==> src/hw/rtl/csmv_pkg.sv <==
// ----------------------------------------------------------------------------
// csmv_pkg
// Shared types and constants for the compressed-row sparse matrix times
// vector core: action codes, queue entry layout and field widths.
// ----------------------------------------------------------------------------
package csmv_pkg;

  localparam int IDX_W              = 10;
  localparam int VAL_W              = 32;
  localparam int ROWNUM_W           = 16;
  localparam int ACC_W              = 64;
  localparam int FRAC_SHIFT         = 16;
  localparam int VEC_DEPTH_DEF      = 1024;
  localparam int ROW_COUNT_BITS_DEF = 16;
  localparam int QUEUE_DEPTH_DEF    = 4;

  // action code on the input channel
  typedef enum logic [1:0] {
    ACT_LOAD  = 2'd0,
    ACT_MAC   = 2'd1,
    ACT_EMPTY = 2'd2,
    ACT_NONE  = 2'd3
  } action_t;

  // operation carried from front to back
  typedef enum logic [1:0] {
    OP_LOAD  = 2'd0,
    OP_MAC   = 2'd1,
    OP_EMPTY = 2'd2
  } op_t;

  typedef struct packed {
    op_t                     op;
    logic [IDX_W-1:0]        idx;
    logic signed [VAL_W-1:0] value;
    logic                    row_end;
    logic                    col_ok;
  } qent_t;

endpackage

==> src/hw/rtl/csmv_front.sv <==
// ----------------------------------------------------------------------------
// csmv_front
// Request intake: takes a request, classifies it, drops the ones that do
// nothing and hands the rest to the queue.
// ----------------------------------------------------------------------------
module csmv_front #(
  parameter int VEC_DEPTH = csmv_pkg::VEC_DEPTH_DEF
) (
  input  logic                                clk,
  input  logic                                rst_n,
  input  logic                                start,
  output logic                                busy,
  input  logic [1:0]                          in_action,
  input  logic [csmv_pkg::IDX_W-1:0]          in_index,
  input  logic signed [csmv_pkg::VAL_W-1:0]   in_value,
  input  logic                                in_row_end,
  output logic                                push,
  output csmv_pkg::qent_t                     push_data,
  input  logic                                q_full
);

  import csmv_pkg::*;

  logic        vld_r, vld_nxt;
  qent_t       ent_r, ent_nxt;
  logic        accept;
  logic        keep;
  logic        in_range;
  logic [31:0] idx_ext;
  action_t     act;

  assign busy      = vld_r && q_full;
  assign push      = vld_r && !q_full;
  assign push_data = ent_r;
  assign accept    = start && !busy;

  assign idx_ext  = 32'(in_index);
  assign in_range = idx_ext < 32'(VEC_DEPTH);
  assign act      = action_t'(in_action);

  always_comb begin
    keep            = 1'b0;
    ent_nxt         = ent_r;
    ent_nxt.idx     = in_index;
    ent_nxt.value   = in_value;
    ent_nxt.row_end = in_row_end;
    ent_nxt.col_ok  = in_range;
    ent_nxt.op      = OP_LOAD;
    unique case (act)
      ACT_LOAD: begin
        // loads past the store are dropped here
        keep       = in_range;
        ent_nxt.op = OP_LOAD;
      end
      ACT_MAC: begin
        keep       = 1'b1;
        ent_nxt.op = OP_MAC;
      end
      ACT_EMPTY: begin
        keep       = 1'b1;
        ent_nxt.op = OP_EMPTY;
      end
      ACT_NONE: begin
        keep = 1'b0;
      end
    endcase
  end

  always_comb begin
    vld_nxt = vld_r;
    if (push) begin
      vld_nxt = 1'b0;
    end
    if (accept) begin
      vld_nxt = keep;
    end
  end

  always_ff @(posedge clk) begin
    if (!rst_n) begin
      vld_r <= 1'b0;
    end else begin
      vld_r <= vld_nxt;
    end
  end

  always_ff @(posedge clk) begin
    if (accept) begin
      ent_r <= ent_nxt;
    end
  end

endmodule

==> config.mk <==
export PLATFORM = sky130hd
export DESIGN_NAME = csmv_front
export DESIGN_NICKNAME = d
export VERILOG_FILES = /design/src/hw/rtl/csmv_pkg.sv /design/src/hw/rtl/csmv_front.sv
export SDC_FILE = /design/constraint.sdc
export NUM_CORES = 1
export LEC_CHECK = 0
export BUFFER_PORTS_ARGS = -buffer_cell sky130_fd_sc_hd__buf_4
export CORE_UTILIZATION = 32
export DETAILED_ROUTE_END_ITERATION = 12
export PLACE_DENSITY_LB_ADDON = 0.1
export SETUP_SLACK_MARGIN = 0.2
export SYNTH_ARGS = -nofsm -noshare
export SYNTH_HDL_FRONTEND = slang
export SYNTH_SLANG_ARGS = --single-unit
==> constraint.sdc <==
create_clock -name clk -period 8.7 [get_ports clk]
set_clock_uncertainty 0.05 [all_clocks]
set_input_delay 2.61 -clock clk [delete_from_list [all_inputs] [get_ports clk]]
set_output_delay 2.61 -clock clk [all_outputs]
set_load 0.05 [all_outputs]
### Yosys cells after proc, flatten, opt, wreduce, memory -nomap -nowiden

Cells that the tools add are included.

* ROM bits: 0
* RAM bits: 0
* register bits: 47
* memories kept: 0
* input port bits: 49
* bits in latches: 0
* word-level logic and storage cells: 22

* div/mod/pow operators: 0
* reductions and logical operators: 8
* bitwise logic cells: 0
* muxes and demuxes: 4
* equality and inequality tests: 3
* shift operators: 0
* multiply operators: 0
* $add $sub $neg: 0
* order comparisons: 1

Operator list (count)
* $lt 10x11->1 const B: 1
* $eq 2x2->1 const B: 2
* $pmux 2 s2: 1
* $logic_and 1x1->1: 3
* $pmux 1 s3: 1
* $eq 2x1->1 const B: 1
* $logic_not 1->1: 2
* $logic_not 2->1: 1
* $mux 1: 2
* $reduce_bool 2->1: 1
* $reduce_or 2->1: 1

### Logic depth before layout (Yosys ltp)

* word-level depth: 4
* depth in mapped cells: 3
* mapped depth without buffers: 3

### Least setup slack after synthesis

No wires, ideal clock.

* path kind: input port to output port
* from: input port q_full
* to: output port push
* slack: 2971 ps
* buffers on the path: 0
* required time: 6040 ps
* stages on the path: 1
* data arrival time: 3069 ps
* cell sequence: and2b_1

* word-level cells in the longest chain between the ends: 2

Ends and longest elaborated chain
* start, declared: RTL line csmv_front.sv:19 `input logic q_full`
* $logic_not 1->1: RTL line csmv_front.sv:33 `assign push = vld_r && !q_full;`
* $logic_and 1x1->1: RTL line csmv_front.sv:33
* end, declared: RTL line csmv_front.sv:17 `output logic push,`

Every way passes these cells.

### Final worst setup path

Same ends and word-level chain as after synthesis.

==> impl_metrics.tcl <==
set metrics [dict create \
    hold_buffers 0 \
    max_freq_mhz 174 \
    grt_usage_pct 11.8 \
    worstPathArrival_ns 3.08 \
    postCtsSetupBuffers 0 \
    grt_pass1_vias 955 \
    worstMarginPinSlew_ns 1.21 \
    synthTopCellsByArea "edfxtp_1 92%, ha_1 2.5%, nor2b_1 1.7%" \
    cp_num_buf_inv 2 \
    cts_buffers 5 \
    wirelength_um 2720 \
    critPathKind "input pin to output port" \
    grt_first_pass_wirelength_um 4280 \
    die_y_um 69.9 \
    clkTransAtPathRegs_ns 0.08 \
    antenna_left 0 \
    min_period_ns 5.74 \
    io_buffers 95 \
    ys_seq_area_share_pct 92.9 \
    end_kind "output port" \
    cpPeakStageDelay_ns 0.19 \
    path_max_fanout 2 \
    cts_sinks 46 \
    synth_seq_cells 46 \
    clkLatencyLatePin_ns 0.28 \
    cts_tree "built" \
    drtIter0Drc 67 \
    period_share_pct 66.0 \
    layout_commonest_cell "buf_4" \
    num_antenna_cells 0 \
    hold_class "register to register" \
    area_delta_synth_final_pct 58.5 \
    irDropWorstVdd_mv 0.104 \
    dr_total_vias 907 \
    p_comb_share_pct 19.0 \
    placementRows 24 \
    fin_hold_ws_ns 0.598 \
    slew_headroom_pct 19.4 \
    cts_buffer_depth 2 \
    ioPinCount 97 \
    die_w_um 69.9 \
    synth_top_area_share_pct 91.5 \
    crit_top_cell "buf_4" \
    layout-drive-gt1-share_pct 63.6 \
    syn_area_um2 1480 \
    hold_viol_final 0 \
    powerDensity_nw_per_um2 203 \
    cpLargestDelayFamily "buffers and inverters" \
    grt_start_max_net_pins 46 \
    drc 0 \
    place_area_um2 2250 \
    dieArea_um2 4890 \
    status "finished clean" \
    leakage_nw 1.01 \
    mostFrequentLayoutCells "95 x buf_4, 45 x edfxtp_1, 5 x clkbuf_8" \
    fin_nets 213 \
    drv_cap 0 \
    synthesis.nets 112 \
    gp_congestion 0.653 \
    synthCells 60 \
    setup_viol_count_final 0 \
    rsz0062_at_grt "no" \
    p_sw_mw 0.130 \
    synth_largest_area_cell "edfxtp_1" \
    syn_avg_cell_area_um2 24.6 \
    htree_levels 2 \
    start_kind "input pin" \
    root_buffer "clkbuf_8" \
    ys_warn_count 0 \
    clock_power_share_pct 25.8 \
    drt-pass1-iter-count 4 \
    r2r_setup_slack_ns 6.86 \
    coreArea_um2 4380 \
    grt_overflow 0 \
    cpMaxStageDelayCell "buf_4" \
    final.setup.tns_ns 0 \
    cts_resized 0 \
    drv_slew 0 \
    via_per_inst 4.24 \
    avgRoutedWirePerCell_um 12.7 \
    seqPwrFrac_pct 55.3 \
    intPower_mw 0.345 \
    fin_area_um2 2340 \
    swShare_pct 27.4 \
    worstPathRequired_ns 6.04 \
    critical_path.cell_chain "buf_4 > and2b_1 > buf_4" \
    synth.distinct_cells 10 \
    start_util_pct 33.7 \
    grt_antenna_before_repair 0 \
]
==> metal layers <==
layer	up-vias	wire length, um	GRT usage [%]
li1	424	-	-
met1	420	930	11.8
met2	59	1410	19.7
met3	4	343	7.07
met4	0	34	5.33
met5	-	0	0
==> worst paths after layout <==
kind / from / end / cells past startpoint
worst max register to register: vld_r$_SDFFE_PN0P_ / push_data[36]$_DFFE_PP_ / 2
worst min register to register: vld_r$_SDFFE_PN0P_ / vld_r$_SDFFE_PN0P_ / 2
worst max-delay path: q_full / push / 3
worst min-delay path: vld_r$_SDFFE_PN0P_ / vld_r$_SDFFE_PN0P_ / 2
==> cell usage after synthesis <==
cell type and n:
conb_1 1, nor2b_1 4, and2b_1 1, o21a_1 1, edfxtp_1 45, and2_4 1, inv_1 2, dfxtp_1 1
buf_4 1, ha_1 3
==> kinds of logic (layout without fill, tap and decap cells) <==
kind of cell	after synthesis	in the layout	synth area share (%)
buffers and inverters	3	105	1.02
other	1	1	0.254
DFF	46	46	92.9
adders and majority gates	3	3	2.54
and+or+nand+nor	6	6	2.80
AOI/OAI and AO/OA	1	1	0.509
==> tightest hold or removal path, stage by stage (launching register included) <==
cell     delay, ns
dfxtp_1       0.34
and2_4        0.17
o21a_1        0.11
==> metrics by stage <==
| step | worst slack (ns) | total power [mW] | cells | util [%] |
|---|---|---|---|---|
| after floorplan | 2.97 | 0.321 | 60 | - |
| after global placement | 2.96 | 0.357 | 206 | 51.4 |
| after detailed placement | 2.95 | 0.359 | 206 | 51.4 |
| after CTS | 2.95 | 0.481 | 214 | 53.4 |
| after global routing | 2.93 | 0.495 | 214 | 53.4 |
| final | 2.96 | 0.475 | 214 | 53.4 |
==> state kept, by name, indices dropped and copies added, names as in the netlist <==
| name | cells |
|---|---|
| push_data | 45 |
| vld_r | 1 |
==> power groups by stage <==
stage	Clock [mW]	Combinational, mW	Sequential [mW]
after detailed placement	0	0.0909	0.268
after global routing	0.137	0.0937	0.264
after global placement	0	0.0900	0.267
after floorplan	0	0.00873	0.313
after CTS	0.127	0.0910	0.263
final	0.122	0.0900	0.262
==> cell type report <==
class / count / area [um2]
inverters: 2 / 7.51
multi-input cells: 11 / 97.6
repair buffers: 95 / 713
well taps: 52 / 65.1
clock buffers: 5 / 68.8
fillers: 397 / 2040
flip-flops and latches: 46 / 1370
clock inverters: 3 / 16.3
(Power assumes the default switching activity.)
