<file path="src/hw/rtl/csmv_pkg.sv">
// ----------------------------------------------------------------------------
// csmv_pkg
// Shared types and constants for the compressed-row sparse matrix times
// vector core: action codes, queue entry layout and field widths.
// ----------------------------------------------------------------------------
package csmv_pkg;

  localparam int IDX_W              = 10;
  localparam int VAL_W              = 32;
  localparam int ROWNUM_W           = 16;
  localparam int ACC_W              = 64;
  localparam int FRAC_SHIFT         = 16;
  localparam int VEC_DEPTH_DEF      = 1024;
  localparam int ROW_COUNT_BITS_DEF = 16;
  localparam int QUEUE_DEPTH_DEF    = 4;

  // action code on the input channel
  typedef enum logic [1:0] {
    ACT_LOAD  = 2'd0,
    ACT_MAC   = 2'd1,
    ACT_EMPTY = 2'd2,
    ACT_NONE  = 2'd3
  } action_t;

  // operation carried from front to back
  typedef enum logic [1:0] {
    OP_LOAD  = 2'd0,
    OP_MAC   = 2'd1,
    OP_EMPTY = 2'd2
  } op_t;

  typedef struct packed {
    op_t                     op;
    logic [IDX_W-1:0]        idx;
    logic signed [VAL_W-1:0] value;
    logic                    row_end;
    logic                    col_ok;
  } qent_t;

endpackage

</file>
<file path="src/hw/rtl/csmv_queue.sv">
// ----------------------------------------------------------------------------
// csmv_queue
// Short request queue between the front and the back, flop based.
// ----------------------------------------------------------------------------
module csmv_queue #(
  parameter int DEPTH = csmv_pkg::QUEUE_DEPTH_DEF
) (
  input  logic            clk,
  input  logic            rst_n,
  input  logic            push,
  input  csmv_pkg::qent_t push_data,
  output logic            full,
  input  logic            pop,
  output csmv_pkg::qent_t head,
  output logic            empty
);

  import csmv_pkg::*;

  localparam int PTR_W = $clog2(DEPTH);
  localparam int CNT_W = $clog2(DEPTH + 1);

  qent_t              mem [DEPTH];
  logic [PTR_W-1:0]   wr_ptr_r, wr_ptr_nxt;
  logic [PTR_W-1:0]   rd_ptr_r, rd_ptr_nxt;
  logic [CNT_W-1:0]   cnt_r, cnt_nxt;
  logic               do_push, do_pop;

  assign full    = cnt_r == CNT_W'(DEPTH);
  assign empty   = cnt_r == '0;
  assign head    = mem[rd_ptr_r];
  assign do_push = push && !full;
  assign do_pop  = pop && !empty;

  always_comb begin
    wr_ptr_nxt = wr_ptr_r;
    rd_ptr_nxt = rd_ptr_r;
    cnt_nxt    = cnt_r;
    if (do_push) begin
      wr_ptr_nxt = (wr_ptr_r == PTR_W'(DEPTH - 1)) ? '0 : wr_ptr_r + 1'b1;
    end
    if (do_pop) begin
      rd_ptr_nxt = (rd_ptr_r == PTR_W'(DEPTH - 1)) ? '0 : rd_ptr_r + 1'b1;
    end
    if (do_push && !do_pop) begin
      cnt_nxt = cnt_r + 1'b1;
    end else if (do_pop && !do_push) begin
      cnt_nxt = cnt_r - 1'b1;
    end
  end

  always_ff @(posedge clk) begin
    if (!rst_n) begin
      wr_ptr_r <= '0;
      rd_ptr_r <= '0;
      cnt_r    <= '0;
    end else begin
      wr_ptr_r <= wr_ptr_nxt;
      rd_ptr_r <= rd_ptr_nxt;
      cnt_r    <= cnt_nxt;
    end
  end

  always_ff @(posedge clk) begin
    if (do_push) begin
      mem[wr_ptr_r] <= push_data;
    end
  end

endmodule

</file>
<file path="config.mk">
export PLATFORM = sky130hd
export DESIGN_NAME = csmv_queue
export DESIGN_NICKNAME = d
export VERILOG_FILES = /design/src/hw/rtl/csmv_pkg.sv /design/src/hw/rtl/csmv_queue.sv
export SDC_FILE = /design/constraint.sdc
export NUM_CORES = 1
export LEC_CHECK = 0
export ABC_CLOCK_PERIOD_IN_PS = 3200
export BUFFER_PORTS_ARGS = -buffer_cell sky130_fd_sc_hd__clkbuf_2
export CORE_UTILIZATION = 57
export CTS_CLUSTER_SIZE = 8
export DETAILED_ROUTE_END_ITERATION = 10
export PLACE_DENSITY_LB_ADDON = 0.1
export SLEW_MARGIN = 25
export SYNTH_ARGS = -nofsm -noshare
export SYNTH_HDL_FRONTEND = slang
export SYNTH_SLANG_ARGS = --single-unit
</file>
<file path="constraint.sdc">
create_clock -name clk -period 3.2 [get_ports clk]
set_clock_uncertainty 0.05 [all_clocks]
set_input_delay 0.64 -clock clk [delete_from_list [all_inputs] [get_ports clk]]
set_output_delay 0.64 -clock clk [all_outputs]
set_load 0.05 [all_outputs]
</file>
# Word-level counts from Yosys, hierarchy flattened
# Memory sizes are Yosys's and may differ from the RTL's. A register that Yosys moved wholly into a read port is not among the register bits.
# Cells that the tools add are included.
# W data, S select, Z words.
# word_totals
register_bits	7
ram_bits	184
in_bits	50
wordCells	29
memories	1
# op_classes
n_addsub	4
n_eq_ne	3
muxes	8
reduce_logical	10
# memory_table
memory	depth	word_bits	read_ports	rd_clocked_by_memory_dff	wr	line	text
mem	4	46	1	1	1	csmv_queue.sv:23	qent_t mem [DEPTH];
# op_table
operator	n
$mux W2	4
$mux W3	2
$add A2 B1 Y2 const B	2
$eq A2 B2 Y1 const B	2
$logic_and A1 B1 Y1	4
$logic_not A1 Y1	4
$add A3 B1 Y3 const B	1
$eq A3 B3 Y1 const B	1
$logic_not A3 Y1	1
$sub A3 B1 Y3 const B	1
$mux W1	2
$reduce_bool A2 Y1	1

# Depth between registers and ports, before layout
# depth
word_depth	7
ltp_mapped	9
ltp_nobuf	8

# Least setup slack after synthesis
# OpenSTA, ideal clock, no wires.
# synth_timing
path_type	in2reg
startpoint	in push
endpoint	mem mem[0][0] (netlist name) (enable)
setup_ns	0.408
t_arrival_ns	2.033
required_ns	2.742
slack_ns	0.709
cell_stages	3
path_buffers	1
cell_sequence	nor2b_1 buf_2 and2_1
# synth_between
elab_chain_cells	3
# synth_rtl
item	line	text
from (decl)	csmv_queue.sv:10	input logic push,
$logic_and A1 B1 Y1	csmv_queue.sv:32	assign do_push = push && !full;
named net do_push	csmv_queue.sv:27	logic do_push, do_pop;
$mux W1	csmv_queue.sv:65	if (do_push) begin
$mux W1 (not written as such)	csmv_queue.sv:66	mem[wr_ptr_r] <= push_data;
to (decl)	csmv_queue.sv:23	
# The timed path passes the listed nets, and every way through them passes these cells.

==> flow_summary.yaml <==
job:
  drv_cap: 0
setup_path:
  setup.worst_path.start_class: "flip-flop"
  path_class: "flip-flop to output pin"
  r2r_slack_ns: 0.75
  cp-end-kind: "output pin"
  required_ns: 2.51
  r2r_end: "cnt_r[2]$_SDFFE_PN0P_"
  worst_ep_arrival_time_ns: 2.18
  reg2reg_from: "cnt_r[1]$_SDFFE_PN0P_"
  cp_max_fo: 25
  rr_worst_depth: 7
synthesis:
  synth_edf_count: 184
  ys_async_sr_fraction: 0
  syn_nets: 348
  ys.flop_type: "edfxtp_1"
  ys_ff_latch: 193
  seq_area_frac_synth: 0.795
  ys_warn_count: 0
  yosysTopAreaCellShare: 0.769
  synth_area_um2: 7180
  synth_area_leader_cell: "edfxtp_1"
  synthCells: 291
  syn_avg_cell_area_um2: 24.7
  synth_area_leaders: "edfxtp_1 (77%), mux4_2 (13%), dfxtp_1 (2.5%)"
  ys_types: 26
clock_tree:
  root_buffer: "clkbuf_16"
  cts_resized: 0
  postCtsHoldBufs: 0
  clock_latency_ns: 0.42
  htreeDepth: 4
  clkTransAtPathRegs_ns: 0.06
  cts_max_path_buffers: 2
  tritoncts: "done"
  numClockSinks: 193
  cts_buffers: 17
  post-cts-setup-buffers: 0
outcome:
  status: "complete, no violations"
routing:
  drc_errors: 0
  wl_um: 11400
  detail-route-antenna-nets: 0
  drt-pass1-iter-count: 6
  num_vias: 3222
  wl_per_cell_um: 19.5
  drt_iter0_drc: 231
  vias_per_cell: 5.50
sta:
  final_hold_viol_count: 0
  fin_tns_setup_ns: 0
  slew_headroom: 0.577
  worst_hold_slack_ns: 0.379
  min_period_over_period: 0.897
  max_freq_ghz: 0.348
  rsz0062_at_grt: "false"
  finalCriticalPeriod_ns: 2.87
  setup_viol: 0
  maxSlewViolCount: 0
  tightestPinTransition_ns: 0.635
die:
  rows: 40
  core_area_um2: 12200
  boundaryPins: 98
  die_w_um: 114
  dieArea_um2: 13100
  die-height_um: 114
  start_util: 0.590
min_path:
  hold_depth: 1
  holdCritStartpoint: "push_data[34]"
  holdCritPathClass: "input port to flip-flop"
  hold_end: "mem[0][34]$_DFFE_PP_"
global_routing:
  grtUsageTotal: 0.192
  met3_usage: 0.0561
  met2_usage: 0.309
  grt_max_degree: 47
  grt_antenna_before_repair: 0
  grt_use_met1: 0.245
  grt_pass1_wl_um: 17500
  top_usage_layer: "met2"
  first_global_vias: 3322
  overflow: 0
layout:
  multi_input_area_um2: 1340
  nets: 462
  fillCellCount: 785
  final_common_cell: "edfxtp_1"
  antenna_cells: 0
  layout_common_cells: "edfxtp_1 (184), clkbuf_2 (97), mux4_2 (40)"
  final_cells: 586
  syn_to_final_growth_pct: 18.3
  ff_latch_area_um2: 5710
  layout-drive-gt1-share: 0.438
placed_design:
  dp.cells: 554
  hpwl_um: 6880
  gp_congestion: 0.724
  io_buffers: 97
power:
  ir_drop_uv: 510
  power_density_nw_per_um2: 890
  p_leak_nw: 2.92
## synthesized netlist by cell type, types with 2 or more instances
library cell and n:
buf_2 5, mux2i_1 3, o21ai_0 3, nor2_1 2, nor2b_1 2, inv_1 3
buf_12 4, dfxtp_1 9, nand3_1 2, and2_1 5, ha_1 6, mux4_1 6
mux4_2 40, edfxtp_1 184, nand2_1 6
## cell type report
type	instances	share of cell area
Clock buffer	23	0.0575
Timing Repair Buffer	107	0.0734
Sequential cell	193	0.672
Inverter	3	0.00133
Multi-Input combinational cell	83	0.158
Tap cell	168	0.0248
Clock inverter	9	0.0124
## routing by layer
layer	routed length, µm	up-vias
met5	0	-
met4	197	0
met3	629	16
met2	5790	85
met1	4820	1661
li1	-	1460
## metrics by stage
stage / power (W) / area (µm²) / worst slack [ns] / utilization
detailed placement: 0.00557 / 7900 / 0.570 / 0.649
CTS: 0.00763 / 8490 / 0.254 / 0.698
floorplan: 0.00510 / 7180 / 0.709 / -
global placement: 0.00554 / 7900 / 0.715 / 0.649
finish: 0.00756 / 8490 / 0.330 / 0.698
global route: 0.00783 / 8490 / 0.194 / 0.698
## power by group
group / switching [W] / internal [W]
logic: 0.00152 / 0.000722
clock network: 0.000839 / 0.00123
registers: 0.000170 / 0.00308
## worst max-delay path, cell delays in order, from the launching register on
cell      delay (ns)
dfxtp_4         0.66
buf_4           0.29
mux4_2          0.54
clkbuf_2        0.26
## worst max path at each step
stage | to | startpoint | depth (start not counted) | slack [ns]
finish | head[0] | flip-flop | 3 | 0.33
global route | head[39] | flip-flop | 3 | 0.19
CTS | head[0] | flip-flop | 3 | 0.25
detailed placement | cnt_r[2]$_SDFFE_PN0P_ | push | 8 | 0.57
global placement | cnt_r[2]$_SDFFE_PN0P_ | push | 8 | 0.72
floorplan | mem[0][0]$_DFFE_PP_ | push | 3 | 0.71
## kinds of logic after synthesis
logic type               share of synthesized area
adder cells (fa/ha/maj)                     0.0132
XOR/XNOR                                   0.00244
AO/OA/AOI/OAI                              0.00418
multiplexers                                 0.152
AND/OR/NAND/NOR                             0.0150
flip-flops                                   0.795
buffers and inverters                       0.0190
## flip-flops by register name, summed over array words and instances, names as in the netlist, named ones only
signal	flops
rd_ptr_r	2
mem	184
cnt_r	3
wr_ptr_r	2
No activity file was read; power rests on OpenSTA's default activity.
